===== src/fpcl_pkg.sv =====
package fpcl_pkg;

   // Fixed field widths of the ports
   localparam int LEVEL_W     = 8;
   localparam int PERCENT_W   = 7;
   localparam int REQ_SPEED_W = 16;
   localparam int RSP_SPEED_W = 16;
   localparam int CSR_INDEX_W = 1;
   localparam int CSR_DATA_W  = 8;

   // Queue entry: {is_query, in_range, level, speed, percent}; speed width is added by users
   localparam int ENTRY_FIXED_W = LEVEL_W + PERCENT_W + 2;
   localparam int QUEUE_DEPTH   = 2;

   // Divide by 99 through a reciprocal multiply
   localparam int DIVISOR     = 99;
   localparam int RECIP_EXTRA = 7;   // 2^7 > 99 keeps the truncated product exact

   typedef enum logic [CSR_INDEX_W-1:0] {
      CSR_MIN_LEVEL = 1'b0,
      CSR_MAX_LEVEL = 1'b1
   } csr_index_type;

   typedef enum logic {
      MODE_RECORD = 1'b0,
      MODE_QUERY  = 1'b1
   } mode_type;

   typedef enum logic [3:0] {
      ST_CLEAR,
      ST_IDLE,
      ST_RD_HI,
      ST_GET_HI,
      ST_CHECK,
      ST_DIV_GO,
      ST_DIV_WAIT,
      ST_UP,
      ST_DOWN,
      ST_MID,
      ST_MID_WAIT
   } state_type;

   typedef struct packed {
      logic empty;
      logic full;
   } queue_status_type;

   typedef struct packed {
      logic clearing;
   } back_status_type;

endpackage


===== src/fpcl_queue.sv =====
module fpcl_queue #(
   parameter int WIDTH = 33
) (
   input  logic                       clock,
   input  logic                       reset,
   input  logic                       push,
   input  logic [WIDTH-1:0]           push_data,
   input  logic                       pop,
   output logic [WIDTH-1:0]           pop_data,
   output fpcl_pkg::queue_status_type status
);

   localparam int DEPTH = fpcl_pkg::QUEUE_DEPTH;
   localparam int AW    = (DEPTH > 1) ? $clog2(DEPTH) : 1;
   localparam int CW    = $clog2(DEPTH + 1);

   logic [WIDTH-1:0] slot_ff [DEPTH];
   logic [AW-1:0]    wr_ptr_ff, wr_ptr_in;
   logic [AW-1:0]    rd_ptr_ff, rd_ptr_in;
   logic [CW-1:0]    count_ff, count_in;

   always_comb begin
      wr_ptr_in = wr_ptr_ff;
      rd_ptr_in = rd_ptr_ff;
      if (push) begin
         wr_ptr_in = (wr_ptr_ff == AW'(DEPTH - 1)) ? '0 : wr_ptr_ff + AW'(1);
      end
      if (pop) begin
         rd_ptr_in = (rd_ptr_ff == AW'(DEPTH - 1)) ? '0 : rd_ptr_ff + AW'(1);
      end
      case ({push, pop})
         2'b10:   count_in = count_ff + CW'(1);
         2'b01:   count_in = count_ff - CW'(1);
         default: count_in = count_ff;
      endcase
   end

   always_ff @(posedge clock) begin
      if (reset) begin
         wr_ptr_ff <= '0;
         rd_ptr_ff <= '0;
         count_ff  <= '0;
      end else begin
         wr_ptr_ff <= wr_ptr_in;
         rd_ptr_ff <= rd_ptr_in;
         count_ff  <= count_in;
      end
   end

   always_ff @(posedge clock) begin
      if (push) begin
         slot_ff[wr_ptr_ff] <= push_data;
      end
   end

   assign pop_data     = slot_ff[rd_ptr_ff];
   assign status.empty = (count_ff == '0);
   assign status.full  = (count_ff == CW'(DEPTH));

endmodule


===== config.mk =====
export PLATFORM = sky130hd
export DESIGN_NAME = fpcl_queue
export DESIGN_NICKNAME = d
export VERILOG_FILES = /design/src/fpcl_pkg.sv /design/src/fpcl_queue.sv
export SDC_FILE = /design/constraint.sdc
export NUM_CORES = 1
export LEC_CHECK = 0
export BUFFER_PORTS_ARGS = -buffer_cell sky130_fd_sc_hd__buf_2
export CAP_MARGIN = 15
export CORE_UTILIZATION = 51
export DETAILED_ROUTE_END_ITERATION = 7
export PLACE_DENSITY = 0.78
export SLEW_MARGIN = 20
export SYNTH_ARGS = -nofsm -noshare
export SYNTH_HDL_FRONTEND = slang
export SYNTH_SLANG_ARGS = --single-unit

===== constraint.sdc =====
create_clock -name clock -period 2.4 [get_ports clock]
set_input_delay 0 -clock clock [delete_from_list [all_inputs] [get_ports clock]]
set_output_delay 0 -clock clock [all_outputs]
set_load 0.03 [all_outputs]

==> metrics, run 1 <==
via count=1,529; Util after Layout=0.753; dominant cell type by area after synthesis=edfxtp_1; Detailed Place HPWL=3160 um; drt drc=0; area of all placed cells without fillers=3610 sq um; CP Cell Sequence=buf_4, mux2_2, buf_2; H-tree Lvls=3; vias in the first global route=1,595; CP arrival=1.48 ns; Mapped Area=2580 sq um; die height=73.1 um; max incr delay on CP=0.38 ns; synth unique cells=14; gpl congestion=0.629; post-route minimum period=1.48 ns; CTS tree=done; RSZ-0062 raised after global routing=no; slowest cell on the critical path=mux2_2; Rel. slew slack=0.727; commonest cells after routing, fill and taps aside=buf_2 (71), edfxtp_1 (66), dlygate4sd3_1 (36); CTS clk-pin slew, worst paths=0.07 ns; status=complete, no violations; first-pass GRT wire length=7380 um; worst setup path class=reg2out; clk root buf=clkbuf_8; syn_nets=163; share of cells above drive strength 1=0.490; Final #Nets=282; Synth warnings=0; Hold Crit Class=in2reg; GRT overflow=0; pwr dens=803 nW/um^2; Required @ worst endpoint=2.40 ns; CTS Sinks=71; Slew Viols, Final=0; Worst Setup Start Kind=register; period utilisation layout=0.617; Hold Violations, Final=0; gr usage total=0.197; drt total wl=5010 um; CTS Buffer Depth=2; sequential fraction of the synthesis area=0.807; maximum VDD drop=0.000636 V; Pre-antenna DRT Iters=4; placed instance area=3040 sq um; synthesis-to-layout area growth=39.8%; Post-Syn Instances=125; DIE AREA=5340 sq um; fillers=292; share of the synthesized area in the top cell type=0.769; Leakage=1.39 nW; clk_skew=0.00470 ns; initial antenna violation count=0; io pins=72; worst slack at placement=0.992 ns; antenna cells=0; Initial Utilization=0.539; row count=25; die width=73.1 um; fin worst setup slack=0.920 ns; Mean Syn Cell Area=20.6 sq um; TritonCTS buffer count=9; most common cell after layout, fill and taps aside=buf_2; top cells by area, synth=edfxtp_1 (77%), mux2_2 (14%), dfxtp_1 (3.9%); Worst Max-Slew Pin Slew=0.409 ns; total power=2.90 mW; number of I/O port buffers=71; largest net degree at the start of global routing=21; synthesized flop and latch total=71; DR WL/cell=15.8 um; Crit. End Element=output pin; Setup TNS Final=0 ns; CORE AREA=4790 sq um; Post-DRT Antenna Nets=0; CP max FO=20; vias per std cell=4.84; DRT iter0 DRCs=43; clk_lat worst skew=0.32 ns; maximum clock frequency=676 MHz; Finish-stage setup viols=0; Max Cap Viol=0; r2r setup slk=1.00 ns
## per-stage QoR
step	instances	hold slack, ns
after floorplan	125	0.0691
after CTS	316	0.389
after global routing	316	0.397
after detailed placement	264	0.192
final	316	0.403
after global placement	264	0.190
## layout make-up
class	count	area (sq um)	area share
multi-input combinational	49	480	0.133
clock inverter	6	75.1	0.0208
tap	67	83.8	0.0232
clock buffer	10	128	0.0354
sequential	71	2080	0.577
timing repair buffer	112	753	0.209
inverter	1	3.75	0.00104
## path summary, 6_finish.rpt
kind	startpoint	endpoint	cells past startpoint
max	register	pop_data[29]	3
min reg2reg	count_ff[1]	count_ff[1]	2
min	push_data[29]	slot_ff[1][29]	2
max reg2reg	wr_ptr_ff	slot_ff[0][28]	2
## what timing repair did
item,4_1_cts,5_1_grt
buffers inserted,0,0
hold buffers,36,0
hold endpoints to repair,71,0
gates resized for setup,0,0
## where the power goes
group	total (mW)	leakage, nW	internal (mW)	switching, mW
registers	1.47	0.661	1.44	0.0257
clock network	0.970	0.100	0.572	0.398
logic	0.459	0.627	0.188	0.272
## cell usage after synthesis
master    count
nor2_1        6
xor2_1        1
edfxtp_1     66
xnor2_1       3
or3_1         1
and2b_2       1
and2_1        1
dfxtp_1       5
inv_1         1
a21oi_1       1
buf_2         4
ha_1          1
o21ai_0       1
mux2_2       33
## flip-flops by register name (all words and copies together) (netlist names), named ones only
| signal | flops |
|---|---|
| rd_ptr_ff | 1 |
| slot_ff | 66 |
| count_ff | 2 |
| wr_ptr_ff | 1 |
## worst max-delay path, delay by kind of cell (launching register included)
family	cells	cell delay, ns
buffers and inverters	2	0.45
flip-flops	1	0.33
multiplexers	1	0.38
## kinds of logic after synthesis
kind of cell / synth area share
compound gates: 0.00388
flops: 0.807
buf+inv: 0.00922
simple gates: 0.0170
fa+ha+maj: 0.00485
mux: 0.144
xor+xnor: 0.0136
## layer usage
| layer | GRT usage | share of wire | up-vias |
|---|---|---|---|
| met5 | 0 | 0 | - |
| met4 | 0.107 | 0.025 | 0 |
| met3 | 0.0470 | 0.045 | 15 |
| met2 | 0.356 | 0.54 | 55 |
| met1 | 0.211 | 0.39 | 738 |
| li1 | - | - | 721 |
Note: power is estimated with default switching activity, not from simulation.
==> run 2: changes to the inputs <==
- ABC_AREA: default -> 1
- CORE_UTILIZATION: 51 -> 52
- PLACE_DENSITY: 0.78 -> 0.79
- clock period: 2.4 -> 1.4 ns (I/O delays scaled with it)
==> metrics, run 2 <==
status=complete, but fails checks; failing checks=negative setup slack; synth unique cells=15 (+1); M3 GR Usage=0.0683 (+0.0213); M1 GR Usage=0.216 (+0.00566); die height=74.9 um (+2.4%); Final #Nets=301 (+6.7%); largest net degree at the start of global routing=24 (+14%); Max Cap Viol=0 (unchanged); max incr delay on CP=0.38 ns (about the same); dominant cell type by area after synthesis=edfxtp_1; Hold Violations, Final=0 (unchanged); global route hottest layer=met2; Mean Syn Cell Area=20.3 sq um (-1.5%); sequential fraction of the synthesis area=0.754 (-0.0538); pwr dens=1270 nW/um^2 (+59%); r2r setup slk=0.15 ns (-0.85 ns); Switching Share=0.243 (+0.00321); fillers=291 (-0.34%); GRT overflow=0 (unchanged); clk_skew=0.00601 ns (+0.00132 ns); worst setup path class=reg2out; post-route minimum period=1.45 ns; Pre-antenna DRT Iters=4 (unchanged); Worst Setup Start Kind=register; Comb pwr share=0.204 (+0.045); fin cells=338 (+7.0%); DR WL/cell=16.7 um (+5.5%); worst slack at placement=0.281 ns (-0.711 ns); drt drc=0 (unchanged); ys flop type=edfxtp_1; Largest Register=slot_ff; Initial Utilization=0.541 (+0.00209); WP buf/inv=3 (+1); CP max FO=6 (-70%); CTS Buffer Depth=2 (unchanged); drt total wl=5650 um (+13%); clk_lat worst skew=0.34 ns (+0.02 ns); initial antenna violation count=0 (unchanged); number of I/O port buffers=71 (unchanged); Mapped Area=2760 sq um (+7.1%); Slew Viols, Final=0 (unchanged); DIE AREA=5610 sq um (+4.9%); synthesized flop and latch total=71 (unchanged); synthesis-to-layout area growth=50.4%; reg2reg path depth=3 (+1); Clk network pwr share=0.325 (-0.010); clk root buf=clkbuf_8; DRT iter0 DRCs=51 (+19%); RSZ-0062 raised after global routing=yes; most common cell in the netlist=edfxtp_1; largest registers=slot_ff x66, count_ff x2; Setup TNS Final=-0.976 ns (-0.976 ns); area of all placed cells without fillers=4150 sq um (+15%); Post-DRT Antenna Nets=0 (unchanged); P_int=4.00 mW (+82%); slowest cell on the critical path=dfxtp_4; most frequent cells after synthesis=edfxtp_1 (66), mux2_4 (30), nor2_1 (10); antenna cells=0 (unchanged); gr usage total=0.212 (+0.0151); top cells by area, synth=edfxtp_1 (72%), mux2_4 (16%), dfxtp_1 (3.6%); io pins=72 (unchanged); Required @ worst endpoint=1.40 ns (-1.00 ns); Worst Setup EP=pop_data[5]; Leakage=1.68 nW (+21%); Hold Crit Class=in2reg; placed instance area=3230 sq um (+6.1%); share of the synthesized area in the top cell type=0.717 (-0.0512); most common cell after layout, fill and taps aside=edfxtp_1; max reg flops=66 (unchanged); syn_nets=174 (+6.7%); placed cell count=279 (+5.7%); CORE AREA=5110 sq um (+6.7%); gpl congestion=0.694 (+10%); vias per std cell=4.85 (+0.16%); CTS Sinks=71 (unchanged); CP arrival=1.45 ns (-0.03 ns); worst r2r src=rd_ptr_ff; Worst Max-Slew Pin Slew=0.230 ns (-0.179 ns); GR Util met2=0.372 (+0.0164); switching power=1.29 mW (+85%); via count=1,638 (+7.1%); CP Cell Sequence=buf_12, buf_12, mux2_4, buf_6; Crit. End Element=output pin; die width=74.9 um (+2.4%); period utilisation layout=1.04; row count=26 (+4.0%); sequential power share=0.471 (-0.035); maximum clock frequency=688 MHz; Synth warnings=0 (unchanged); first-pass GRT wire length=7790 um (+5.5%); Post-synth EDFFs=66 (unchanged); Post-Syn Instances=136 (+8.8%); vias in the first global route=1,645 (+3.1%); Finish-stage setup viols=32 (+32); share of cells above drive strength 1=0.496 (+0.00631); R2R Path End=rd_ptr_ff; stages on the worst setup path=4 (+1); maximum VDD drop=0.000945 V (+49%); CTS tree=done; Post-synth ARST share=0 (unchanged); commonest cells after routing, fill and taps aside=edfxtp_1 (66), buf_2 (38), dlygate4sd3_1 (37); fin worst setup slack=-0.0535 ns (-0.974 ns); Top delay family on crit path=buffers and inverters; TritonCTS buffer count=9 (unchanged); Detailed Place HPWL=2960 um (-6.2%); H-tree Lvls=3 (unchanged); Crit path top cell by count=buf_12; CTS clk-pin slew, worst paths=0.07 ns (about the same); Rel. slew slack=0.847 (+0.120)
-- run 2: how the worst min path moves through the flow --
stage	start	to	slack, ns	cells after the start
after global routing	push_data[7]	slot_ff[1][7]	0.36	2
final	push_data[32]	slot_ff[1][32]	0.38	2
after detailed placement	push_data[18]	slot_ff[1][18]	0.19	1
after CTS	push_data[7]	slot_ff[1][7]	0.36	2
after global placement	push_data[15]	slot_ff[1][15]	0.19	1
after floorplan	reset	register	0.07	1
-- run 2: kinds of logic after synthesis --
group	Yosys count	synth area share
adders and majority gates	1	0.00453
muxes	33	0.175
buffers and inverters	11	0.0353
xor gates and xnor gates	1	0.00317
and+or+nand+nor	17	0.0245
DFF	71	0.754
AOI/OAI and AO/OA	2	0.00362
-- run 2: power by group through the flow --
stage	clock network (mW)	logic [mW]	registers [mW]
after floorplan	0	0.561	2.52
after detailed placement	0	0.744	2.54
after global routing	1.83	1.14	2.50
final	1.72	1.08	2.49
after CTS	1.75	1.03	2.49
after global placement	0	0.733	2.53
-- run 2: per-stage QoR --
| step | util | hold WS [ns] | power, mW |
|---|---|---|---|
| 5_1_grt | 0.813 | 0.364 | 5.47 |
| 3_3_place_gp | 0.632 | 0.189 | 3.26 |
| 3_5_place_dp | 0.632 | 0.193 | 3.28 |
| 2_1_floorplan | - | 0.0724 | 3.08 |
| 6_report | 0.813 | 0.375 | 5.29 |
| 4_1_cts | 0.802 | 0.357 | 5.27 |
-- run 2: cell type report --
class / count / area, sq um / area share
Multi-Input combinational cell: 54 / 591 / 0.142
Timing Repair Buffer: 120 / 1150 / 0.277
Sequential cell: 71 / 2090 / 0.502
Clock buffer: 9 / 124 / 0.0298
Tap cell: 70 / 87.6 / 0.0211
Clock inverter: 7 / 87.6 / 0.0211
Inverter: 7 / 30.0 / 0.00723
-- run 2: worst register-to-register path, stage by stage (launching register included) --
cell           delay, ns
dfxtp_1             0.31
xnor2_1             0.21
nor2_1              0.07
dlygate4sd3_1       0.55
-- run 2: per-layer routing --
metal  up-vias  part of all wire
met5         -                 0
met2        55              0.56
li1        769                 -
met4         0             0.026
met1       800              0.37
met3        14             0.044
-- run 2: repair_timing --
| action | 4_1_cts | 5_1_grt |
|---|---|---|
| endpoints found under the hold margin | 71 | 0 |
| setup buffers | 2 | 1 |
| gates cloned | 3 | 0 |
| gates resized for setup | 58 | 14 |
| setup endpoints to repair | 30 | 33 |
| pin swaps | 0 | 0 |
| hold buffers | 37 | 0 |
